$ cat config.mk
export PLATFORM = sky130hd
export DESIGN_NAME = xmodem_checksum_receiver
export DESIGN_NICKNAME = d
export VERILOG_FILES = /design/src/xcr_pkg.sv /design/src/xcr_front.sv /design/src/xcr_back.sv /design/src/xcr_resq.sv /design/src/xmodem_checksum_receiver.sv
export VERILOG_INCLUDE_DIRS = /design/src /design/src/src
export SDC_FILE = /design/constraint.sdc
export NUM_CORES = 1
export LEC_CHECK = 0
export BUFFER_PORTS_ARGS = -buffer_cell sky130_fd_sc_hd__buf_2
export CAP_MARGIN = 10
export CORE_UTILIZATION = 57
export DETAILED_ROUTE_END_ITERATION = 8
export PLACE_DENSITY = 0.78
export SLEW_MARGIN = 25
export SYNTH_ARGS = -nofsm -noshare
export SYNTH_HDL_FRONTEND = slang
export SYNTH_HIERARCHICAL = 1
export SYNTH_SLANG_ARGS = --single-unit
$ cat constraint.sdc
create_clock -name clk -period 7.5 [get_ports clk]
set_clock_uncertainty 0.1 [all_clocks]
set_input_delay 0.75 -clock clk [delete_from_list [all_inputs] [get_ports clk]]
set_output_delay 0.75 -clock clk [all_outputs]
set_load 0.1 [all_outputs]
$ cat src/xmodem_checksum_receiver_defines.svh
// assertion macros used by the xmodem checksum receiver rtl
`ifndef XMODEM_CHECKSUM_RECEIVER_DEFINES_SVH
`define XMODEM_CHECKSUM_RECEIVER_DEFINES_SVH

// same-cycle implication, sampled on clk, off during rst
`define XCR_ASSERT_NOW(label, cond, expr) \
  label: assert property (@(posedge clk) disable iff (rst) (cond) |-> (expr)) \
    else $error("xcr check failed");

// next-cycle implication, sampled on clk, off during rst
`define XCR_ASSERT_NEXT(label, cond, expr) \
  label: assert property (@(posedge clk) disable iff (rst) (cond) |=> (expr)) \
    else $error("xcr check failed");

`endif

$ cat src/xcr_pkg.sv
// shared types and constants of the xmodem checksum receiver
package xcr_pkg;

  localparam int unsigned DATA_LEN  = 128;
  localparam int unsigned FRAME_LEN = DATA_LEN + 4;

  localparam logic [7:0] SOH_BYTE = 8'h01;
  localparam logic [8:0] HDR_SUM  = 9'h0ff;

  localparam logic [7:0] POS_SOH  = 8'd0;
  localparam logic [7:0] POS_BLK  = 8'd1;
  localparam logic [7:0] POS_NBLK = 8'd2;
  localparam logic [7:0] POS_CSUM = 8'(FRAME_LEN - 1);

  localparam logic [1:0] PHASE_ASK   = 2'd0;
  localparam logic [1:0] PHASE_DATA  = 2'd1;
  localparam logic [1:0] PHASE_FRAME = 2'd2;
  localparam logic [1:0] PHASE_END   = 2'd3;

  localparam logic [1:0] REPLY_NONE = 2'd0;
  localparam logic [1:0] REPLY_ACK  = 2'd1;
  localparam logic [1:0] REPLY_NAK  = 2'd2;

  localparam logic [1:0] REG_AUTO_ACK   = 2'd0;
  localparam logic [1:0] REG_STORE_MODE = 2'd1;
  localparam logic [1:0] REG_TIMEOUT    = 2'd2;

  typedef enum logic {
    KIND_TICK,
    KIND_BYTE
  } kind_t;

  typedef struct packed {
    kind_t      kind;
    logic [7:0] data;
    logic       last;
  } cmd_t;

  typedef struct packed {
    logic       auto_ack;
    logic       store_mode;
    logic [7:0] timeout_limit;
  } cfg_t;

  typedef struct packed {
    logic [1:0]  phase;
    logic [1:0]  reply;
    logic        frame_done;
    logic        frame_good;
    logic [7:0]  block_number;
    logic [19:0] dest_offset;
    logic [15:0] good_frames;
    logic [15:0] nak_frames;
  } res_t;

endpackage

$ cat src/xcr_front.sv
// front end: classifies incoming requests and queues them for the engine
module xcr_front (
  input  logic          clk,
  input  logic          rst,
  input  logic          push,
  output logic          full,
  input  logic          op,
  input  logic [7:0]    rx_byte,
  input  logic          chunk_end,
  output logic          cmd_valid,
  output xcr_pkg::cmd_t cmd,
  input  logic          cmd_take
);

  xcr_pkg::cmd_t slot [2];
  logic          wr_ptr;
  logic          rd_ptr;
  logic [1:0]    count;
  logic          wr_en;
  logic          rd_en;
  xcr_pkg::cmd_t cls;

  // ticks carry no byte and never close a chunk
  always_comb begin
    cls.kind = op ? xcr_pkg::KIND_BYTE : xcr_pkg::KIND_TICK;
    cls.data = op ? rx_byte : 8'h00;
    cls.last = op & chunk_end;
  end

  assign full      = (count == 2'd2);
  assign cmd_valid = (count != 2'd0);
  assign wr_en     = push & ~full;
  assign rd_en     = cmd_take & cmd_valid;
  assign cmd       = slot[rd_ptr];

  always_ff @(posedge clk) begin
    if (wr_en) begin
      slot[wr_ptr] <= cls;
    end
  end

  always_ff @(posedge clk) begin
    if (rst) begin
      wr_ptr <= 1'b0;
      rd_ptr <= 1'b0;
      count  <= 2'd0;
    end else begin
      if (wr_en) begin
        wr_ptr <= ~wr_ptr;
      end
      if (rd_en) begin
        rd_ptr <= ~rd_ptr;
      end
      count <= count + {1'b0, wr_en} - {1'b0, rd_en};
    end
  end

endmodule

$ cat src/xcr_back.sv
// back end: frame state, checksum check and reply generation
`include "xmodem_checksum_receiver_defines.svh"

module xcr_back #(
  parameter int unsigned LAST_CHUNK_LEN = 4
) (
  input  logic          clk,
  input  logic          rst,
  input  xcr_pkg::cfg_t cfg,
  input  logic          cmd_valid,
  input  xcr_pkg::cmd_t cmd,
  output logic          cmd_take,
  output logic          res_valid,
  output xcr_pkg::res_t res,
  input  logic          res_full
);

  logic [1:0]  phase_reg, phase_reg_next;
  logic [7:0]  idle_ticks, idle_ticks_next;
  logic [7:0]  line_pos, line_pos_next;
  logic [7:0]  chunk_len, chunk_len_next;
  logic [7:0]  data_sum, data_sum_next;
  logic [15:0] good_count, good_count_next;
  logic [15:0] bad_count, bad_count_next;
  logic [19:0] offset_reg, offset_reg_next;
  logic        last_result, last_result_next;
  logic [7:0]  last_block, last_block_next;
  logic [7:0]  soh_b, soh_b_next;
  logic [7:0]  blk_b, blk_b_next;
  logic [7:0]  nblk_b, nblk_b_next;
  logic [7:0]  csum_b, csum_b_next;
  logic [1:0]  reply;
  logic        done;
  logic        ok;
  logic        step;

  assign step      = cmd_valid & ~res_full;
  assign cmd_take  = step;
  assign res_valid = step;

  always_comb begin
    phase_reg_next   = phase_reg;
    idle_ticks_next  = idle_ticks;
    line_pos_next    = line_pos;
    chunk_len_next   = chunk_len;
    data_sum_next    = data_sum;
    good_count_next  = good_count;
    bad_count_next   = bad_count;
    offset_reg_next  = offset_reg;
    last_result_next = last_result;
    last_block_next  = last_block;
    soh_b_next       = soh_b;
    blk_b_next       = blk_b;
    nblk_b_next      = nblk_b;
    csum_b_next      = csum_b;
    reply            = xcr_pkg::REPLY_NONE;
    done             = 1'b0;
    ok               = 1'b0;
    if (step) begin
      if (cmd.kind == xcr_pkg::KIND_TICK) begin
        if (idle_ticks > cfg.timeout_limit) begin
          phase_reg_next  = xcr_pkg::PHASE_ASK;
          reply           = xcr_pkg::REPLY_NAK;
          idle_ticks_next = 8'd0;
          line_pos_next   = 8'd0;
          chunk_len_next  = 8'd0;
          data_sum_next   = 8'd0;
          good_count_next = 16'd0;
        end else if (idle_ticks != 8'hff) begin
          idle_ticks_next = idle_ticks + 8'd1;
        end
      end else begin
        phase_reg_next  = xcr_pkg::PHASE_DATA;
        idle_ticks_next = 8'd0;
        // only header bytes and the checksum byte are kept
        if (line_pos < 8'(xcr_pkg::FRAME_LEN)) begin
          case (line_pos)
            xcr_pkg::POS_SOH:  soh_b_next  = cmd.data;
            xcr_pkg::POS_BLK:  blk_b_next  = cmd.data;
            xcr_pkg::POS_NBLK: nblk_b_next = cmd.data;
            xcr_pkg::POS_CSUM: csum_b_next = cmd.data;
            default: begin
              data_sum_next = data_sum + cmd.data;
            end
          endcase
          line_pos_next = line_pos + 8'd1;
        end
        chunk_len_next = (chunk_len == 8'hff) ? 8'hff : chunk_len + 8'd1;
        if (cmd.last) begin
          if (chunk_len_next == 8'(LAST_CHUNK_LEN)) begin
            done            = 1'b1;
            last_block_next = blk_b_next;
            ok = (soh_b_next == xcr_pkg::SOH_BYTE) &&
                 (({1'b0, blk_b_next} + {1'b0, nblk_b_next}) == xcr_pkg::HDR_SUM) &&
                 (data_sum_next == csum_b_next);
            last_result_next = ok;
            if (ok) begin
              good_count_next = good_count + 16'd1;
              if (cfg.store_mode) begin
                offset_reg_next = offset_reg + 20'(xcr_pkg::DATA_LEN);
              end
              if (cfg.auto_ack) begin
                reply = xcr_pkg::REPLY_ACK;
              end
            end else begin
              bad_count_next = bad_count + 16'd1;
              reply          = xcr_pkg::REPLY_NAK;
            end
            line_pos_next  = 8'd0;
            data_sum_next  = 8'd0;
            phase_reg_next = xcr_pkg::PHASE_FRAME;
          end else if (chunk_len_next == 8'd1) begin
            if (cfg.auto_ack) begin
              reply = xcr_pkg::REPLY_ACK;
            end
            line_pos_next  = 8'd0;
            data_sum_next  = 8'd0;
            phase_reg_next = xcr_pkg::PHASE_END;
          end
          chunk_len_next = 8'd0;
        end
      end
    end
    res.phase        = phase_reg_next;
    res.reply        = reply;
    res.frame_done   = done;
    res.frame_good   = last_result_next;
    res.block_number = last_block_next;
    res.dest_offset  = offset_reg;
    res.good_frames  = good_count_next;
    res.nak_frames   = bad_count_next;
  end

  always_ff @(posedge clk) begin
    if (rst) begin
      phase_reg   <= xcr_pkg::PHASE_ASK;
      idle_ticks  <= 8'd0;
      line_pos    <= 8'd0;
      chunk_len   <= 8'd0;
      data_sum    <= 8'd0;
      good_count  <= 16'd0;
      bad_count   <= 16'd0;
      offset_reg  <= 20'd0;
      last_result <= 1'b0;
      last_block  <= 8'd0;
    end else begin
      phase_reg   <= phase_reg_next;
      idle_ticks  <= idle_ticks_next;
      line_pos    <= line_pos_next;
      chunk_len   <= chunk_len_next;
      data_sum    <= data_sum_next;
      good_count  <= good_count_next;
      bad_count   <= bad_count_next;
      offset_reg  <= offset_reg_next;
      last_result <= last_result_next;
      last_block  <= last_block_next;
    end
  end

  // header and checksum bytes, held without reset
  always_ff @(posedge clk) begin
    soh_b  <= soh_b_next;
    blk_b  <= blk_b_next;
    nblk_b <= nblk_b_next;
    csum_b <= csum_b_next;
  end

  `XCR_ASSERT_NOW(a_pos_bound, 1'b1, line_pos <= 8'(xcr_pkg::FRAME_LEN))
  `XCR_ASSERT_NOW(a_done_phase, step && done, res.phase == xcr_pkg::PHASE_FRAME)
  `XCR_ASSERT_NEXT(a_timeout_clear,
    step && cmd.kind == xcr_pkg::KIND_TICK && idle_ticks > cfg.timeout_limit,
    line_pos == 8'd0 && good_count == 16'd0 && data_sum == 8'd0)
  `XCR_ASSERT_NEXT(a_bad_only_on_nak, !(step && done && !ok),
    bad_count == $past(bad_count))

endmodule

$ cat src/xcr_resq.sv
// result queue between the engine and the result port
module xcr_resq (
  input  logic          clk,
  input  logic          rst,
  input  logic          wr_valid,
  input  xcr_pkg::res_t wr_data,
  output logic          full,
  output logic          empty,
  input  logic          pop,
  output xcr_pkg::res_t rd_data
);

  xcr_pkg::res_t slot [2];
  logic          wr_ptr;
  logic          rd_ptr;
  logic [1:0]    count;
  logic          wr_en;
  logic          rd_en;

  assign full    = (count == 2'd2);
  assign empty   = (count == 2'd0);
  assign wr_en   = wr_valid & ~full;
  assign rd_en   = pop & ~empty;
  assign rd_data = slot[rd_ptr];

  always_ff @(posedge clk) begin
    if (wr_en) begin
      slot[wr_ptr] <= wr_data;
    end
  end

  always_ff @(posedge clk) begin
    if (rst) begin
      wr_ptr <= 1'b0;
      rd_ptr <= 1'b0;
      count  <= 2'd0;
    end else begin
      if (wr_en) begin
        wr_ptr <= ~wr_ptr;
      end
      if (rd_en) begin
        rd_ptr <= ~rd_ptr;
      end
      count <= count + {1'b0, wr_en} - {1'b0, rd_en};
    end
  end

endmodule

$ cat src/xmodem_checksum_receiver.sv
// top level of the xmodem checksum receiver with its register port
// usage
// - request channel: push with full; a request is a timer tick (op low) or a
//   received byte (op high) with chunk_end marking the last byte of a chunk
// - result channel: empty with pop; exactly one result per request, in order
// - register port: apb-style, auto_ack at 0x0, store_mode at 0x4,
//   timeout_limit at 0x8; write only while no request is in flight
// - path: a request is registered in the request queue, passes through the
//   frame engine and is registered in the result queue, ready to pop
// - throughput: one request per cycle while the result queue has room
// - a two-entry request queue sits in front of the engine and a two-entry
//   result queue behind it, so either side can stall on its own
// - when the result side stalls, results fill the result queue, then the
//   request queue, then full rises; nothing is lost
// - reset clears frame state, counters, offset and both queues; registers
//   return to auto_ack set, store_mode clear, timeout_limit ten
// - no clearing pass is needed after reset
module xmodem_checksum_receiver #(
  parameter int unsigned LAST_CHUNK_LEN = 4
) (
  input  logic        clk,
  input  logic        rst,
  // request channel
  input  logic        push,
  output logic        full,
  input  logic        op,
  input  logic [7:0]  rx_byte,
  input  logic        chunk_end,
  // result channel
  output logic        empty,
  input  logic        pop,
  output logic [1:0]  phase,
  output logic [1:0]  reply,
  output logic        frame_done,
  output logic        frame_good,
  output logic [7:0]  block_number,
  output logic [19:0] dest_offset,
  output logic [15:0] good_frames,
  output logic [15:0] nak_frames,
  // register port
  input  logic        psel,
  input  logic        penable,
  input  logic        pwrite,
  input  logic [3:0]  paddr,
  input  logic [31:0] pwdata,
  output logic [31:0] prdata,
  output logic        pready
);

  xcr_pkg::cfg_t cfg;
  xcr_pkg::cmd_t cmd;
  xcr_pkg::res_t eng_res;
  xcr_pkg::res_t out_res;
  logic          cmd_valid;
  logic          cmd_take;
  logic          res_valid;
  logic          res_full;
  logic          reg_wr;
  logic [1:0]    reg_idx;

  // register port: zero wait states, word index from the byte address
  assign pready  = 1'b1;
  assign reg_wr  = psel & penable & pwrite & pready;
  assign reg_idx = paddr[3:2];

  always_ff @(posedge clk) begin
    if (rst) begin
      cfg.auto_ack      <= 1'b1;
      cfg.store_mode    <= 1'b0;
      cfg.timeout_limit <= 8'd10;
    end else if (reg_wr) begin
      unique case (reg_idx)
        xcr_pkg::REG_AUTO_ACK:   cfg.auto_ack      <= pwdata[0];
        xcr_pkg::REG_STORE_MODE: cfg.store_mode    <= pwdata[0];
        xcr_pkg::REG_TIMEOUT:    cfg.timeout_limit <= pwdata[7:0];
        default: begin
          // unmapped word, write dropped
        end
      endcase
    end
  end

  always_comb begin
    unique case (reg_idx)
      xcr_pkg::REG_AUTO_ACK:   prdata = {31'd0, cfg.auto_ack};
      xcr_pkg::REG_STORE_MODE: prdata = {31'd0, cfg.store_mode};
      xcr_pkg::REG_TIMEOUT:    prdata = {24'd0, cfg.timeout_limit};
      default:                 prdata = 32'd0;
    endcase
  end

  // front: classify and queue requests
  xcr_front u_front (
    .clk       (clk),
    .rst       (rst),
    .push      (push),
    .full      (full),
    .op        (op),
    .rx_byte   (rx_byte),
    .chunk_end (chunk_end),
    .cmd_valid (cmd_valid),
    .cmd       (cmd),
    .cmd_take  (cmd_take)
  );

  // back: frame engine, one request per cycle when the result queue has room
  xcr_back #(
    .LAST_CHUNK_LEN (LAST_CHUNK_LEN)
  ) u_back (
    .clk       (clk),
    .rst       (rst),
    .cfg       (cfg),
    .cmd_valid (cmd_valid),
    .cmd       (cmd),
    .cmd_take  (cmd_take),
    .res_valid (res_valid),
    .res       (eng_res),
    .res_full  (res_full)
  );

  // result queue feeding the result ports
  xcr_resq u_resq (
    .clk      (clk),
    .rst      (rst),
    .wr_valid (res_valid),
    .wr_data  (eng_res),
    .full     (res_full),
    .empty    (empty),
    .pop      (pop),
    .rd_data  (out_res)
  );

  assign phase        = out_res.phase;
  assign reply        = out_res.reply;
  assign frame_done   = out_res.frame_done;
  assign frame_good   = out_res.frame_good;
  assign block_number = out_res.block_number;
  assign dest_offset  = out_res.dest_offset;
  assign good_frames  = out_res.good_frames;
  assign nak_frames   = out_res.nak_frames;

endmodule
# Word level (Yosys, flattened, before mapping)
# Memory sizes are Yosys's and may differ from the RTL's. A register that Yosys moved wholly into a read port is not among the register bits.
# Index checks and enable logic that the tools add are counted.
# word_totals
mem_count,2
output_inout_bits,101
ramBits,152
romBits,0
regBits,145
inputBits,53
latchBits,0
# memory_table
name,depth,word_bits,read_ports,rd_ports_with_merged_regs,wr,line,source
u_resq.slot,2,66,1,1,1,xcr_resq.sv:13,xcr_pkg::res_t slot [2];
u_front.slot,2,10,1,1,1,xcr_front.sv:15,xcr_pkg::cmd_t slot [2];
# op_classes
multipliers,0
n_addsub,12
reduce_logical,16
order_cmp,2
eq_ne,14
bitwise,15
n_shift,0
n_div,0
mux,84
# ops
operator,n
two-way mux 8 bit,41
two-way mux 16 bit,11
"adder 16 x 1 -> 16 bit, second input constant",2
"adder 8 x 1 -> 8 bit, second input constant",3
"equality test 8 x 1 -> 1 bit, second input constant",3
two-way mux 2 bit,12
case mux 8 bit (3 select lines),1
"adder 20 x 8 -> 20 bit, second input constant",1
two-way mux 1 bit,19
"equality test 8 bit, second input constant",2
AND reduction 2 bit,6
adder 8 x 8 -> 9 bit,1
"equality test 9 x 8 -> 1 bit, second input constant",1
adder 8 bit,1
bitwise AND 1 bit,8
"equality test 8 x 2 -> 1 bit, second input constant",1
"equality test 8 x 3 -> 1 bit, second input constant",1
equality test 8 bit,1
> comparator 8 bit,1
logical NOT 8 bit,1
"< comparator 8 bit, second input constant",1
"!= test 8 bit, second input constant",1
NOT 1 bit,7
"equality test 2 bit, second input constant",3
other kinds (9),14

# Logic depth before layout (Yosys ltp)
# Gate-level depths: netlist of run 1.
# depth
depth_word,14
ltp_mapped,17
mapped_depth_nobuf,15

# Cells and area by module
# Netlist of run 1, hierarchy kept.
# by_module_without_submodules
module,area_per_inst_um2,instances,cells_each,seq_area_each_um2
xcr_back,7483.4,1,849,2722.6
xcr_resq,5004.8,1,232,4063.9
xcr_front,1009.7,1,66,700.7
xmodem_checksum_receiver,725.7,1,84,200.2

# Least setup slack after synthesis of run 1
# OpenSTA, ideal clock, no wires.
# synth_path
kind,register -> register
from,register u_back.line_pos[4]
to,"memory u_resq/slot[0][31] in the netlist's numbering, data pin"
arrival_time_ns,4.407
path_stages_with_launch,17
setup_slack_ns,2.853
period_less_slack_ns,4.647
n_path_buf,2
required_time_ns,7.259
path_cell_list,dfxtp_1 -> or3_1 -> buf_2 -> nor3_1 -> nand2_1 -> mux2_2 -> ha_1 -> fa_1 -> xnor2_1 -> nor4_1 -> o2111ai_1 -> nor3b_2 -> and4bb_2 -> or4b_1 -> buf_2 -> or4_1 -> nand3_1
# synth_lines
element,line,source
"start, declared",xcr_back.sv:20,"logic [7:0] line_pos, line_pos_next;"
"start signal, assigned",xcr_back.sv:149,line_pos <= line_pos_next;
"end, declared",xcr_resq.sv:13,

==> results.toml, run 1 <==
[route]
via_per_inst = 5.782
drt-initial-drc-count = 732
vias = 9639
drtPass1Iterations = 6
wire_per_inst_um = 16.72
ant_nets = 0
remaining_drc_errors = 0
wirelength_um = 27860

[yosys]
synth_compound_area_frac = 0.09949
ys_top_cells_by_area = "edfxtp_1 (39%), dfxtp_1 (15%), mux2_1 (6.0%), ha_1 (3.2%), mux2_2 (2.3%)"
yosys.cell_types.count = 82
synthCells = 1231
synth_xor_area_frac = 0.02463
synth_edf_count = 184
synth_seq_area_share = 0.5405
syn_area_um2 = 14220
synthAdderAreaFrac = 0.03448
yosys_warnings = 6
synthSimpleGateAreaFrac = 0.1494
yosysTopAreaCell = "edfxtp_1"
ys_async_sr_fraction = 0
synthMuxAreaShare = 0.1031
ys_ff_latch = 292
yosysTopAreaCellShare = 0.3885
synth_top_family_by_area = "simple AND/OR/NAND/NOR gates"
ys.flop_type = "edfxtp_1"
syn_area_per_cell_um2 = 11.55

[global_route]
grt_max_degree = 67
grt_overflow = 0
antenna_found_initial = 0
first_global_vias = 9098
grt_use_total = 0.2152
grt_pass1_wl_um = 45150

[place]
gp_congestion = 0.8482
io_buffers = 102
place_area_um2 = 14820
hpwl_um = 18470

[hold_path]
hold_path_class = "primary input to flip-flop"

[die]
core_area_um2 = 24390
die_x_um = 160.0
die_y_um = 160.0
dieArea_um2 = 25590
io_pins = 154
rows = 57
start_util = 0.5832

[critical_path]
cp_max_fo = 16
timing_worst_setup_path_type = "flip-flop to flip-flop"
startpoint_type = "flip-flop"
cp.arrival_ns = 5.93
crit_required_ns = 7.74
setup.worst_path.end_class = "flip-flop"

[cells_and_area]
area_growth_pct = 11.82
final_cell_area_um2 = 15910
reg.largest.list = "u_resq/slot x132, u_front/slot x20"
layout_common_cells = "edfxtp_1 (184), dfxtp_1 (107), buf_2 (102)"
largest_register = "u_resq/slot"
antennaDiodeCount = 0
largest_reg_flops = 132
drive_above_1_share = 0.1683
fin_nets = 1412
mostFrequentLayoutCell = "edfxtp_1"

[outcome]
outcome = "finished, final reports clean"

[power_and_ir_drop]
ir_drop_mv = 0.4307
power_density_nw_per_um2 = 422.2
leakagePower_nw = 6.120
power_w = 0.006714

[clock_tree]
cts_setup_buffers = 0
cts_root_buffer = "clkbuf_16"
numCtsBuffers = 30
path_clk_slew_ns = 0.06
cts_tree = "yes"
h-tree-depth = 1
cts-resized-gates = 0
cts.sink_count = 292
cts_hold_buf = 0
insertion_delay_ns = 0.55
clockBufferDepth = 3

[sta]
rsz0062_at_grt = "no"
tns_ns = 0
fmax_ghz = 0.1756
timing.final.crit_share = 0.7593
final_hold_viol_count = 0
worst_pin_slew_ns = 1.040
timing.slew.headroom = 0.2890
layout_min_cycle_time_ns = 5.695
slew_violations = 0
setup-violations-final = 0

[job]
maxCapViolCount = 0
-- per-layer routing --
| layer | part of all wire | up-vias | GRT usage |
|---|---|---|---|
| met5 | 0 | - | 0 |
| met4 | 0.015 | 0 | 0.05844 |
| met3 | 0.055 | 32 | 0.02779 |
| met2 | 0.48 | 301 | 0.3642 |
| met1 | 0.45 | 4629 | 0.2918 |
| li1 | - | 4677 | - |
-- cell families (layout without fill, tap and decap cells) --
kind of cell	count (synthesis)	after routing
fa+ha+maj	38	38
mux	133	133
xor+xnor	40	40
flops	292	292
simple gates	381	381
other cells	3	32
buf+inv	130	213
compound gates	214	214
-- worst max-delay path: stages (launching register included) --
cell and delay, ns:
dfxtp_1 0.37, nor3_2 0.47, nand4_1 0.72, mux2i_1 0.44
inv_1 0.10, ha_1 0.24, fa_1 0.38, xnor2_1 0.14
nor4_1 0.28, o2111ai_1 0.22, nor3b_2 0.21, and4bb_2 0.50
nor4b_1 0.81, a21oi_1 0.20, a31oi_1 0.30
-- worst paths after layout --
path	slack, ns	to	cells after the start	start
setup reg to reg	1.80	u_resq/slot[0][19]	14	u_back/line_pos[4]
hold reg to reg	0.38	cfg[2]	2	cfg[2]
setup / recovery	1.80	u_resq/slot[0][19]	14	u_back/line_pos[4]
hold / removal	0.37	cfg[1]	3	pwdata[1]
-- cell type report --
| cell class | instances | area, um^2 |
|---|---|---|
| repair buffers | 110 | 570.5 |
| clock buffers | 36 | 814.5 |
| multi-input cells | 838 | 5976 |
| fillers | 1858 | 8486 |
| well taps | 324 | 405.4 |
| clock inverters | 18 | 266.5 |
| inverters | 49 | 183.9 |
| flip-flops and latches | 292 | 7689 |
-- power breakdown --
part | total (W) | switching, W | internal (W) | leakage [nW]
clock | 0.00160 | 0.000620 | 0.000982 | 0.514
sequential | 0.00221 | 0.0000957 | 0.00211 | 2.57
combinational | 0.00291 | 0.00235 | 0.000558 | 3.03
total | 0.00671 | 0.00306 | 0.00365 | 6.12
-- cell usage after synthesis (all sizes together), types with 10 or more instances --
library cell  number
or3               20
xnor2             20
edfxtp           184
nor3              25
nand2             75
inv               49
nand4             26
o211ai            15
mux2i             28
o21ai             52
a21oi             46
buf               52
and2              48
dfxtp            108
a211oi            16
nor2b             16
and3              23
xor2              20
nand2b            20
clkbuf            29
nor2              53
or2               10
mux2             105
a22o              11
nand3             26
ha                36
or4               10
-- metrics by stage --
step / hold slack, ns / setup WS (ns) / utilization / std cells
5_1_grt: 0.3593 / 1.418 / 0.6521 / 1667
3_5_place_dp: 0.3803 / 1.856 / 0.6074 / 1613
6_report: 0.3672 / 1.805 / 0.6521 / 1667
4_1_cts: 0.3476 / 1.836 / 0.6517 / 1667
3_3_place_gp: 0.3598 / 1.967 / 0.6074 / 1613
2_1_floorplan: 0.3396 / 2.853 / - / 1260
Note: power is estimated with default switching activity, not from simulation.
==> inputs of run 2 (changes only) <==
clock period = 5.8 ns   (was 7.5 ns; I/O delays follow)
==> run 2 against run 1 <==
Net effect: core utilization down 0.35 points; via count up 0.11%; register-to-register slack worse by 1.2 ns; clock power up 14%; maximum frequency up 8.9%; critical path type unchanged; largest power group unchanged.
==> results.toml, run 2 (synthesis results as in run 1) <==
[outcome]
outcome = "finished, final reports clean"

[sta]
timing.final.crit_share = 0.9016
rsz0062_at_grt = "no"
slew_violations = 0
tns_ns = 0
fmax_ghz = 0.1912
worst_pin_slew_ns = 0.9358
layout_min_cycle_time_ns = 5.229
final_hold_viol_count = 0
setup-violations-final = 0
timing.slew.headroom = 0.3754

[clock_tree]
cts-resized-gates = 0
numCtsBuffers = 29
cts_tree = "yes"
insertion_delay_ns = 0.56
cts_setup_buffers = 0
path_clk_slew_ns = 0.06
h-tree-depth = 1
clockBufferDepth = 3
cts.sink_count = 292
cts_hold_buf = 0
cts_root_buffer = "clkbuf_16"

[critical_path]
cp_slowest_cell = "or4b_1"
setup.worst_path.end_class = "flip-flop"
timing_worst_setup_path_type = "flip-flop to flip-flop"
startpoint_type = "flip-flop"
crit_required_ns = 6.17
reg2reg_depth = 14
critical_path.max_stage_delay_ns = 0.69
rrSetupSlack_ns = 0.57
crit_path_end = "u_back/good_count[8]"
cp.arrival_ns = 5.59
crit_chain = "or3_1 > nor3_1 > nand2_1 > mux2_2 > ha_1 > fa_1 > xnor2_1 > nor4_1 > o2111ai_1 > nor3b_2 > and4bb_2 > or4b_1 > or4_1 > a31oi_1"
r2r_end = "u_back/good_count[8]"
cp_max_fo = 12
crit_path_start = "u_back/line_pos[4]"
r2r-start = "u_back/line_pos[4]"
cp.depth = 14
cp_top_family = "simple AND/OR/NAND/NOR gates"
cp_num_buf_inv = 0

[power_and_ir_drop]
leakagePower_nw = 6.106
ir_drop_mv = 0.5019
power_density_nw_per_um2 = 534.1
power_w = 0.008450

[route]
ant_nets = 0
remaining_drc_errors = 0
vias = 9650
drt-initial-drc-count = 776
wirelength_um = 27940
wire_per_inst_um = 16.67
via_per_inst = 5.758
drtPass1Iterations = 6

[cells_and_area]
multi_input_area_um2 = 5969
final_cell_area_um2 = 15820
largest_register = "u_resq/slot"
fillers = 1899
antennaDiodeCount = 0
layout_common_cells = "edfxtp_1 (184), dfxtp_1 (107), buf_2 (102)"
final_util = 0.6486
fin_nets = 1420
area_growth_pct = 11.22
reg.largest.list = "u_resq/slot x132, u_front/slot x20"
final-seq-area_um2 = 7689
drive_above_1_share = 0.1657
mostFrequentLayoutCell = "edfxtp_1"
largest_reg_flops = 132

[die]
die_x_um = 160.0
dieArea_um2 = 25590
io_pins = 154
start_util = 0.5832
die_y_um = 160.0
core_area_um2 = 24390
rows = 57

[global_route]
grt_max_degree = 76
grt_use_total = 0.2176
grt_pass1_wl_um = 45640
antenna_found_initial = 0
grt_overflow = 0
first_global_vias = 9340

[place]
gp_congestion = 0.8974
io_buffers = 102
place_area_um2 = 14880
hpwl_um = 18690

[hold_path]
hold_path_class = "primary input to flip-flop"
hold_depth = 3

[job]
maxCapViolCount = 0
## run 2: changes by cell type in the layout (fill, tap and decap cells not counted), moves of 2 or more
cell,change
clkbuf_1,+10
clkinvlp_4,-5
clkbuf_16,-2
bufinv_16,-5
buf_4,+9
clkbuf_8,+5
clkinv_2,-2
## run 2: power by group
| group | switching (W) | total, W | internal [W] |
|---|---|---|---|
| Clock | 0.000754 | 0.00182 | 0.00106 |
| Sequential | 0.000140 | 0.00287 | 0.00273 |
| Combinational | 0.00303 | 0.00376 | 0.000736 |
| Total | 0.00392 | 0.00845 | 0.00453 |
## run 2: metrics by stage
step	hold WS [ns]	std cells	worst slack (ns)
after floorplan	0.3396	1260	1.153
after global placement	0.3632	1622	0.7745
after detailed placement	0.3753	1622	0.5963
after CTS	0.1737	1676	0.5912
after global routing	0.1910	1676	0.2815
final	0.1872	1676	0.5709
## run 2: per-layer routing
layer  track usage  vias up  share of wire
met4       0.04848        0          0.015
met1        0.2939     4663           0.46
met3       0.02597       25          0.043
li1              -     4710              -
met5             0        -              0
met2        0.3761      252           0.48
## run 2: cell type report
type                            count  share of cell area
Tap cell                          324             0.02562
Sequential cell                   292              0.4860
Multi-Input combinational cell    838              0.3773
Timing Repair Buffer              119             0.04034
Clock inverter                      5            0.004034
Inverter                           49             0.01163
Clock buffer                       49             0.05505
## run 2: how the worst min path moves through the flow
stage	from	end	slack [ns]
floorplan	u_back/offset_reg[19]	u_resq/slot[0][51]	0.34
global placement	u_back/offset_reg[19]	u_resq/slot[0][51]	0.36
detailed placement	u_front/wr_ptr	u_front/wr_ptr	0.38
CTS	pwdata[5]	cfg[5]	0.17
global route	pwdata[5]	cfg[5]	0.19
finish	pwdata[5]	cfg[5]	0.19
## run 2: worst reg2reg max path, cell delays in order, from the launching register on
cell and delay [ns]:
dfxtp_1 0.37, or3_1 0.54, nor3_1 0.40, nand2_1 0.24, mux2_2 0.34, ha_1 0.21, fa_1 0.38, xnor2_1 0.14
nor4_1 0.29, o2111ai_1 0.22, nor3b_2 0.20, and4bb_2 0.32, or4b_1 0.69, or4_1 0.51, a31oi_1 0.19
